===== config.mk =====
export PLATFORM = sky130hd
export DESIGN_NAME = ogm_ctrl
export DESIGN_NICKNAME = d
export VERILOG_FILES = /design/src/design/ogm_pkg.sv /design/src/design/ogm_ctrl.sv
export SDC_FILE = /design/constraint.sdc
export NUM_CORES = 1
export LEC_CHECK = 0
export ABC_AREA = 1
export BUFFER_PORTS_ARGS = -buffer_cell sky130_fd_sc_hd__buf_2
export CORE_AREA = 3 3 40 42
export CTS_CLUSTER_SIZE = 25
export DETAILED_ROUTE_END_ITERATION = 16
export DIE_AREA = 0 0 43 45
export HOLD_SLACK_MARGIN = 0.15
export PLACE_DENSITY = 0.53
export SYNTH_ARGS = -nofsm -noshare
export SYNTH_HDL_FRONTEND = slang
export SYNTH_SLANG_ARGS = --single-unit

===== constraint.sdc =====
create_clock -name clock -period 1.2 [get_ports clock]
set_clock_uncertainty 0.05 [all_clocks]
set_input_delay 0.06 -clock clock [delete_from_list [all_inputs] [get_ports clock]]
set_output_delay 0.06 -clock clock [all_outputs]
set_load 0.02 [all_outputs]

===== src/design/ogm_pkg.sv =====
// ----------------------------------------------------------------------------
// ogm_pkg
// Shared types and constants for the occupancy grid marker.
// ----------------------------------------------------------------------------
package ogm_pkg;

   // grid geometry
   localparam int GRID_WIDTH  = 32;
   localparam int GRID_HEIGHT = 32;
   localparam int GRID_CELLS  = GRID_WIDTH * GRID_HEIGHT;
   localparam int COL_W       = (GRID_WIDTH  > 1) ? $clog2(GRID_WIDTH)  : 1;
   localparam int ROW_W       = (GRID_HEIGHT > 1) ? $clog2(GRID_HEIGHT) : 1;
   localparam int ADDR_W      = $clog2(GRID_CELLS);

   // pixel -> cell and tile -> cell shifts
   localparam int CELL_SHIFT = 5;
   localparam int TILE_SHIFT = 2;

   // signed working width for box edges in pixels
   localparam int COORD_W = 17;
   localparam logic signed [COORD_W-1:0] COL_LAST = COORD_W'(GRID_WIDTH - 1);
   localparam logic signed [COORD_W-1:0] ROW_LAST = COORD_W'(GRID_HEIGHT - 1);

   localparam logic [7:0] WALL_KIND_A = 8'd1;
   localparam logic [7:0] WALL_KIND_B = 8'd2;

   localparam logic [7:0] WALL_MASK_RESET = 8'd1;

   // register map: one bit of word index
   localparam int         CSR_ADDR_W    = 3;
   localparam logic       REG_WALL_MASK = 1'b0;

   typedef enum logic [1:0] {
      ACT_MARK  = 2'd0,
      ACT_CLEAR = 2'd1,
      ACT_WALL  = 2'd2,
      ACT_READ  = 2'd3
   } action_type;

   typedef enum logic [1:0] {
      OP_NONE = 2'd0,
      OP_OR   = 2'd1,
      OP_CLR  = 2'd2,
      OP_ZERO = 2'd3
   } cell_op_type;

   typedef struct packed {
      logic load_init;   // set up the post-reset zeroing sweep
      logic load_item;   // latch a new transaction and its cell range
      logic issue;       // read current cell, advance scan position
      logic emit;        // load the response register
   } ctl_cmd_type;

   typedef struct packed {
      logic empty;       // range holds no cell
      logic last;        // scan position is on the final cell
   } dp_status_type;

endpackage


===== src/design/ogm_ctrl.sv =====
// ----------------------------------------------------------------------------
// ogm_ctrl
// Sequencer: reset sweep, transaction intake, cell scan, response handoff.
// ----------------------------------------------------------------------------
module ogm_ctrl (
   input  logic                   clock,
   input  logic                   reset,
   input  logic                   req_valid,
   output logic                   req_ready,
   output logic                   rsp_valid,
   input  logic                   rsp_ready,
   output ogm_pkg::ctl_cmd_type   cmd,
   input  ogm_pkg::dp_status_type status
);
   import ogm_pkg::*;

   typedef enum logic [3:0] {
      S_INIT = 4'b0001,
      S_IDLE = 4'b0010,
      S_SCAN = 4'b0100,
      S_DONE = 4'b1000
   } state_type;

   state_type state_ff, state_in;
   logic      init_ff, init_in;
   logic      rsp_valid_ff, rsp_valid_in;
   logic      slot_free;

   assign slot_free = !rsp_valid_ff || rsp_ready;
   assign req_ready = (state_ff == S_IDLE);
   assign rsp_valid = rsp_valid_ff;

   always_comb begin
      state_in      = state_ff;
      init_in       = init_ff;
      cmd           = '0;
      case (state_ff)
         S_INIT: begin
            cmd.load_init = 1'b1;
            state_in      = S_SCAN;
         end
         S_IDLE: begin
            if (req_valid) begin
               cmd.load_item = 1'b1;
               state_in      = S_SCAN;
            end
         end
         S_SCAN: begin
            if (status.empty) begin
               state_in = S_DONE;
            end else begin
               cmd.issue = 1'b1;
               if (status.last) begin
                  state_in = S_DONE;
               end
            end
         end
         S_DONE: begin
            // trailing write lands on this edge
            if (init_ff) begin
               init_in  = 1'b0;
               state_in = S_IDLE;
            end else if (slot_free) begin
               cmd.emit = 1'b1;
               state_in = S_IDLE;
            end
         end
         default: begin
            state_in = S_IDLE;
         end
      endcase
      rsp_valid_in = cmd.emit || (rsp_valid_ff && !rsp_ready);
   end

   always_ff @(posedge clock) begin
      if (reset) begin
         state_ff     <= S_INIT;
         init_ff      <= 1'b1;
         rsp_valid_ff <= 1'b0;
      end else begin
         state_ff     <= state_in;
         init_ff      <= init_in;
         rsp_valid_ff <= rsp_valid_in;
      end
   end

endmodule


== Word level (Yosys, flattened, before mapping) ==
Index checks and enable logic that the tools add are counted.

* Bits in registers: 6
* Bits in latches: 0
* RAM bits: 0
* Bits in read-only memories: 0
* Input port bits: 6
* Memories: 0

* Add/subtract/negate cells: 0
* $mul: 0
* Divide/modulo/power cells: 0
* Order comparisons: 0
* Eq/ne operators: 7
* Shift-type cells: 0
* Mux-type cells: 14
* Bitwise logic cells: 0
* Reduce and logical (&&, ||, !) cells: 6

{| class="wikitable"
|+ Operator list
! kind !! count
|-
| $mux W4 || 5
|-
| $pmux W4 S4 || 1
|-
| $mux W1 || 8
|-
| $ne A3 B3 Y1 const B || 2
|-
| $eq A4 B1 Y1 const B || 1
|-
| $eq A4 B2 Y1 const B || 1
|-
| $eq A4 B3 Y1 const B || 1
|-
| $eq A4 B4 Y1 const B || 1
|-
| $reduce_and A3 Y1 || 1
|-
| $logic_not A1 Y1 || 2
|-
| $logic_or A1 B1 Y1 || 2
|-
| $ne A2 B2 Y1 const B || 1
|-
| $logic_and A1 B1 Y1 || 1
|}

== Longest topological paths before layout ==
Gate-level depths: netlist of run 1.

* Word-level depth: 6
* Mapped depth: 8
* Gate-level depth less buffers: 8

== Worst setup path after synthesis of run 1 ==
No wires, ideal clock.

* Path kind: reg2reg
* Start point: register state_ff[1]
* End point: register state_ff[2]
* Setup time: 0.114 ns
* Arrival time: 0.971 ns
* Required time: 1.036 ns
* Path slack: 0.065 ns
* Cell stages (with the launch flop): 8
* Cell sequence: dfxtp_1 -> nand2_1 -> nor2_2 -> nand2_2 -> nand3_1 -> nand2_1 -> clkinv_1 -> nor2_2

* Cells in the longest elaborated chain, start to end: 3
* Elaborated cells on any way between the ends: 9
* Those cells by class: eq/ne (7); mux (1); reduce/logical (1)

{| class="wikitable"
|+ Ends and longest elaborated chain
! what !! RTL line !! text
|-
| start, declared || ogm_ctrl.sv:24 || <nowiki>state_type state_ff, state_in;</nowiki>
|-
| start signal, assigned || ogm_ctrl.sv:81 || <nowiki>state_ff <= state_in;</nowiki>
|-
| $eq A4 B2 Y1 (*) || - ||
|-
| net req_ready || ogm_ctrl.sv:9 || <nowiki>output logic req_ready,</nowiki>
|-
| $ne A2 B2 Y1 (no source line) || - ||
|-
| $reduce_and A3 Y1 (no source line) || - ||
|}

The timed path passes the listed nets; every way through them passes the cells marked *.
A chain may end at the register's enable or synchronous reset.

==> summary.txt, run 1 <==
status: completed
largest net degree at the start of global routing: 5
Remaining DRCs: 0
critical path cell sequence: inv_2 -> nand2_2 -> nor2_4 -> nand3_2 -> inv_2 -> buf_6
critical path type: flip-flop to output pin
Worst setup EP type: output pin
crit start category: flip-flop
TNS Setup: 0 ns
met2 Use GR: 13.17%
Leak Pwr: 0.0002936 uW
most used cell, CP: inv_2
Chip Width: 43 um
die height: 45 um
IO buf count: 11
Syn-to-layout area delta: 49.64%
synth top area cells: dfxtp_1, inv_1, nand2_1
area fraction of the dominant cell type after synthesis: 34.29%
final setup margin: 0.009232 ns
Largest delay share family, worst path: flip-flops
Slew Viols, Final: 0
Rel. slew slack: 90.58%
Initial Util: 27.26%
R2R setup slack: 0.06 ns
Post-synth EDFFs: 0
Distinct cells, synth: 16
max_cap viols: 0
Syn Nets: 63
share of cells above drive strength 1: 55.41%
Final setup viols: 0
vias in the first global route: 323
first-pass GRT wire length: 1.186 mm
1st-iter DRT viols: 5
Tot Pwr: 558.8 uW
antenna violations before repair: 0
period utilisation layout: 99.23%
fmax: 839.8 MHz
Clock transition at path regs: 0.04 ns
cts hold-fix bufs: 2
Rows: 13
Slowest-stage cell, CP: dfxtp_2
GRT Resource Usage Total: 8.417%
maximum vdd drop: 0.4268 mV
critical path's largest stage delay: 0.32 ns
Worst-Margin Slew: 0.1407 ns
clk root buf: clkbuf_4
Gate Count Post-Synth: 57
Synth top cells by count: inv_1, nand2_1, nor2_1
worst path bufs/invs: 3
Post-synth ARST share: 0%
first drt pass iteration count: 4
clk_lat worst skew: 0.24 ns
multi-input logic area: 201.4 sq um
leading area contributor after synthesis: dfxtp_1
final hold violations: 0
gpl congestion: 0.7584
flip-flop and latch count after synthesis: 6
CP Data Arrival Time: 1.08 ns
CTS Buf Count: 3
RSZ-0062 raised after global routing: yes
path type of the worst min-delay path: input pin to flip-flop
Final Core Density: 40.80%
H-tree depth: 1
Ant. Diodes: 0
via-per-instance ratio: 4.404
grt total ovfl: 0
number of clock sinks: 6
PwrDens: 1066 nW/um^2
met1 Track Usage GR: 9.420%
Req. time, crit path: 1.09 ns
gr busiest metal: met2
main flop type after synthesis: dfxtp_1
GR Util met3: 1.195%
DIE AREA: 1935 sq um
total length of routed wires: 764 um
Filler cells: 142
CTS max path bufs: 2
Mapped Area: 350.3 sq um
WHS: 0.09506 ns
CTS tree: built
Worst Path Max Fanout: 4
min cycle time layout: 1.191 ns
core footprint: 1285 sq um
register area share after synthesis: 34.29%
Mapped Avg Cell Area: 6.146 sq um
via count: 392
FF/Latch Area: 127.6 sq um
I/O Pins: 12
DP Worst Slack: 0.1383 ns
Synth Warn #: 0
wire per inst: 8.584 um
dpl hpwl: 552.7 um
Post-DRT Antenna Nets: 0
Nets: 82
## cells in the final DEF (no fill, tap or decap)
master,count
a21oi_1,1
nand2_1,7
buf_4,4
nand3_2,2
nor2_2,6
clkbuf_4,3
inv_1,9
buf_6,1
dlygate4sd3_1,2
nor2_1,6
o21ai_2,1
dfxtp_1,2
buf_2,8
dfxtp_2,3
nor2_4,1
nand2_2,7
o21ai_0,1
clkinv_1,1
nand3_1,2
dfxtp_4,1
inv_2,4
o21ai_1,1
a31oi_1,1
## tightest hold or removal path, cell delays in order
cell     delay [ns]
buf_2          0.07
inv_1          0.03
nand2_1        0.10
a21oi_1        0.08
## per-layer routing
layer	wire length (um)	part of all wire (%)	vias to the layer above
met4	14	1.8	0
li1	-	-	202
met5	0	0	-
met2	366	48	11
met3	46	6.0	2
met1	337	44	177
## state kept, by name, indices dropped and copies added (netlist names)
signal and cells:
rsp_valid 1, init_ff 1, state_ff 4
## stage by stage
stage / std cells / instance area, sq um
2_1_floorplan: 57 / 350.3
3_3_place_gp: 82 / 420.4
3_5_place_dp: 82 / 420.4
4_1_cts: 88 / 484.2
5_1_grt: 89 / 524.3
6_report: 89 / 524.3
## kinds of logic (layout without fill, tap and decap cells)
kind of cell	count (synthesis)	after routing	synth area share [%]
flops	6	6	34.29
compound gates	5	5	8.569
buf+inv	15	32	16.07
simple gates	31	31	41.07
## power by group
part	internal (uW)	switching (uW)
clock	113	67.9
sequential	217	13.9
combinational	60.6	87.0
## final timing paths
check | start | end | cells after the start
worst max-delay path | state_ff[2] | cmd[0] | 6
worst min-delay path | rsp_ready | rsp_valid | 4
worst max register to register | state_ff[2] | state_ff[1] | 9
worst min register to register | init_ff | init_ff | 2
## cell type report
| cell class | instances | share of cell area [%] |
|---|---|---|
| multi-input cells | 36 | 38.42 |
| flip-flops and latches | 6 | 24.34 |
| repair buffers | 15 | 19.33 |
| inverters | 14 | 10.02 |
| clock buffers | 3 | 4.296 |
| well taps | 15 | 3.580 |
## what timing repair did
item	4_1_cts	5_1_grt
pin swaps	1	3
endpoints found under the hold margin	6	1
setup endpoints to repair	3	7
resized for setup	5	14
buffers inserted	1	1
Note: power is estimated with default switching activity, not from simulation.
==> run 2, diff against run 1 <==
--- a/config.mk
+++ b/config.mk
@@ -5,14 +5,14 @@
 export SDC_FILE = /design/constraint.sdc
 export NUM_CORES = 1
 export LEC_CHECK = 0
-export ABC_AREA = 1
 export BUFFER_PORTS_ARGS = -buffer_cell sky130_fd_sc_hd__buf_2
 export CORE_AREA = 3 3 40 42
 export CTS_CLUSTER_SIZE = 25
 export DETAILED_ROUTE_END_ITERATION = 16
 export DIE_AREA = 0 0 43 45
 export HOLD_SLACK_MARGIN = 0.15
-export PLACE_DENSITY = 0.53
+export PLACE_DENSITY = 0.52
+export SLEW_MARGIN = 20
 export SYNTH_ARGS = -nofsm -noshare
 export SYNTH_HDL_FRONTEND = slang
 export SYNTH_SLANG_ARGS = --single-unit
==> summary.txt, run 2 <==
CTS max path bufs: 2 (unchanged)
Chip Width: 43 um (unchanged)
Distinct cells, synth: 20 (+4)
total length of routed wires: 928 um (+21%)
share of cells above drive strength 1: 56.25% (+0.84 points)
Leak Pwr: 0.0002749 uW (-6.4%)
DIE AREA: 1935 sq um (unchanged)
Slew Viols, Final: 0 (unchanged)
leading area contributor after synthesis: dfxtp_1
IO buf count: 11 (unchanged)
fmax: 719.1 MHz (-14%)
Ant. Diodes: 0 (unchanged)
critical path's largest stage delay: 0.35 ns (+0.03 ns)
first-pass GRT wire length: 1.559 mm (+31%)
count leader, synth: dfxtp_1
1st-iter DRT viols: 5 (unchanged)
area fraction of the dominant cell type after synthesis: 35.69% (+1.4 points)
core footprint: 1285 sq um (unchanged)
Tot Pwr: 618.6 uW (+11%)
dpl hpwl: 600.3 um (+8.6%)
grt total ovfl: 0 (unchanged)
Largest delay share family, worst path: simple AND/OR/NAND/NOR gates
GRT Resource Usage Total: 11.01% (+2.6 points)
commonest non-fill, non-tap cell in the layout: buf_4
Clock transition at path regs: 0.05 ns (about the same)
CTS tree: built
crit start category: flip-flop
final hold violations: 0 (unchanged)
I/O Pins: 12 (unchanged)
Syn-to-layout area delta: 83.27%
failing checks: negative setup slack
most used cell, CP: buf_6
Top reg by flops: state_ff
TNS Setup: -0.6101 ns (-0.6101 ns)
met1 Track Usage GR: 12.35% (+2.9 points)
Post-DRT Antenna Nets: 0 (unchanged)
Rel. slew slack: 83.67% (-6.9 points)
CP Data Arrival Time: 1.28 ns (+0.20 ns)
max_cap viols: 0 (unchanged)
most frequent cells in the layout: buf_4, buf_2, buf_6
period utilisation layout: 115.9% (+17 points)
number of clock sinks: 6 (unchanged)
Worst setup EP type: output pin
PwrDens: 1003 nW/um^2 (-5.9%)
GR Util met3: 1.195% (unchanged)
Remaining DRCs: 0 (unchanged)
Syn Nets: 44 (-30%)
status: finished with violations
flip-flop and latch count after synthesis: 6 (unchanged)
min cycle time layout: 1.391 ns (+0.1999 ns)
Post-synth EDFFs: 0 (unchanged)
Synth Warn #: 0 (unchanged)
register area share after synthesis: 35.69% (+1.4 points)
antenna violations before repair: 0 (unchanged)
Rows: 13 (unchanged)
Gate Count Post-Synth: 38 (-33%)
die height: 45 um (unchanged)
Worst-Margin Slew: 0.2440 ns (+0.1033 ns)
vias in the first global route: 363 (+12%)
synth top area cells: dfxtp_1, nor4b_4, buf_6
gpl congestion: 0.6816 (-10%)
maximum vdd drop: 0.4127 mV (-3.3%)
Slowest-stage cell, CP: dfxtp_4
Worst Path Max Fanout: 4 (unchanged)
Req. time, crit path: 1.09 ns (about the same)
first drt pass iteration count: 4 (unchanged)
gr busiest metal: met2
via count: 376 (-4.1%)
Synth top cells by count: dfxtp_1, a21oi_1, nand2_1, nor2_1
Filler cells: 127 (-11%)
main flop type after synthesis: dfxtp_1
Nets: 72 (-12%)
wire per inst: 11.75 um (+37%)
final setup margin: -0.1906 ns (-0.1999 ns)
max reg flops: 4 (unchanged)
via-per-instance ratio: 4.759 (+8.1%)
largest net degree at the start of global routing: 8 (+3)
Final setup viols: 7 (+7)
Mapped Avg Cell Area: 8.857 sq um (+44%)
critical path type: flip-flop to output pin
clk root buf: clkbuf_4
critical path cell sequence: buf_6 -> nor4b_4 -> and2_4 -> buf_6
clk_lat worst skew: 0.24 ns (about the same)
worst path bufs/invs: 2 (-1)
met2 Use GR: 18.86% (+5.7 points)
RSZ-0062 raised after global routing: yes
CTS Buf Count: 3 (unchanged)
H-tree depth: 1 (unchanged)
Initial Util: 26.19% (-1.1 points)
Post-synth ARST share: 0% (unchanged)
path type of the worst min-delay path: flip-flop to flip-flop
Mapped Area: 336.6 sq um (-3.9%)
-- run 2: cell types whose count changed after synthesis, sizes merged, moves of 2 or more --
cell / change
a21oi: +3
a32o: +2
buf: +2
inv: -11
nand2: -10
nand3: -4
nor2: -9
nor3: +2
nor4b: +2
o21ai: -3
-- run 2: final timing paths --
path	startpoint	endpoint	slack, ns	depth (start not counted)
max reg2reg	state_ff[3]	state_ff[2]	-0.03	5
max	state_ff[3]	cmd[2]	-0.19	4
min reg2reg	rsp_valid	rsp_valid	0.45	2
min	rsp_valid	rsp_valid	0.45	2
-- run 2: report_power, final --
group	internal, uW	switching (uW)
clock	113	70.3
combinational	118	83.1
sequential	213	20.8
-- run 2: kinds of logic (layout without fill, tap and decap cells) --
kind of cell | after synthesis | after routing | share of synthesized area [%]
AO/OA/AOI/OAI | 9 | 9 | 18.59
multiplexers | 1 | 1 | 2.974
buffers and inverters | 5 | 31 | 10.04
AND/OR/NAND/NOR | 16 | 16 | 30.11
flip-flops | 6 | 6 | 35.69
XOR/XNOR | 1 | 1 | 2.603
-- run 2: stage by stage --
step	utilization (%)	std cells	cell area [sq um]	setup slack [ns]	hold slack, ns
2_1_floorplan	-	38	352.8	-0.07858	0.07907
3_5_place_dp	34.66	67	445.4	-0.003229	0.2164
6_report	48.00	79	616.8	-0.1906	0.4530
4_1_cts	44.30	77	569.3	-0.1726	0.4102
5_1_grt	48.00	79	616.8	-0.2891	0.4918
3_3_place_gp	34.66	67	445.4	-0.008419	0.2218
-- run 2: final cells by class --
class | count | area (sq um) | share of cell area, %
flip-flops and latches | 6 | 130.1 | 21.10
multi-input cells | 27 | 225.2 | 36.51
well taps | 15 | 18.77 | 3.043
clock buffers | 3 | 22.52 | 3.651
inverters | 2 | 7.507 | 1.217
repair buffers | 26 | 212.7 | 34.48
-- run 2: timing repair --
action                                  4_1_cts  5_1_grt
hold buffers                                  5        0
setup buffers                                 3        2
resized for setup                            13        9
endpoints found under the setup margin        6        7
pin swaps                                     3        7
hold endpoints to repair                      5        0
-- run 2: worst reg2reg max path: cells and delay by family (launching register included) --
family          cells  cell delay [ns]
simple gates        2             0.22
buf+inv             1             0.13
compound gates      2             0.41
flops               1             0.35
-- run 2: per-layer routing --
layer	part of all wire (%)	up-vias
li1	-	190
met1	38	172
met4	3.4	0
met5	0	-
met3	4.2	4
met2	54	10
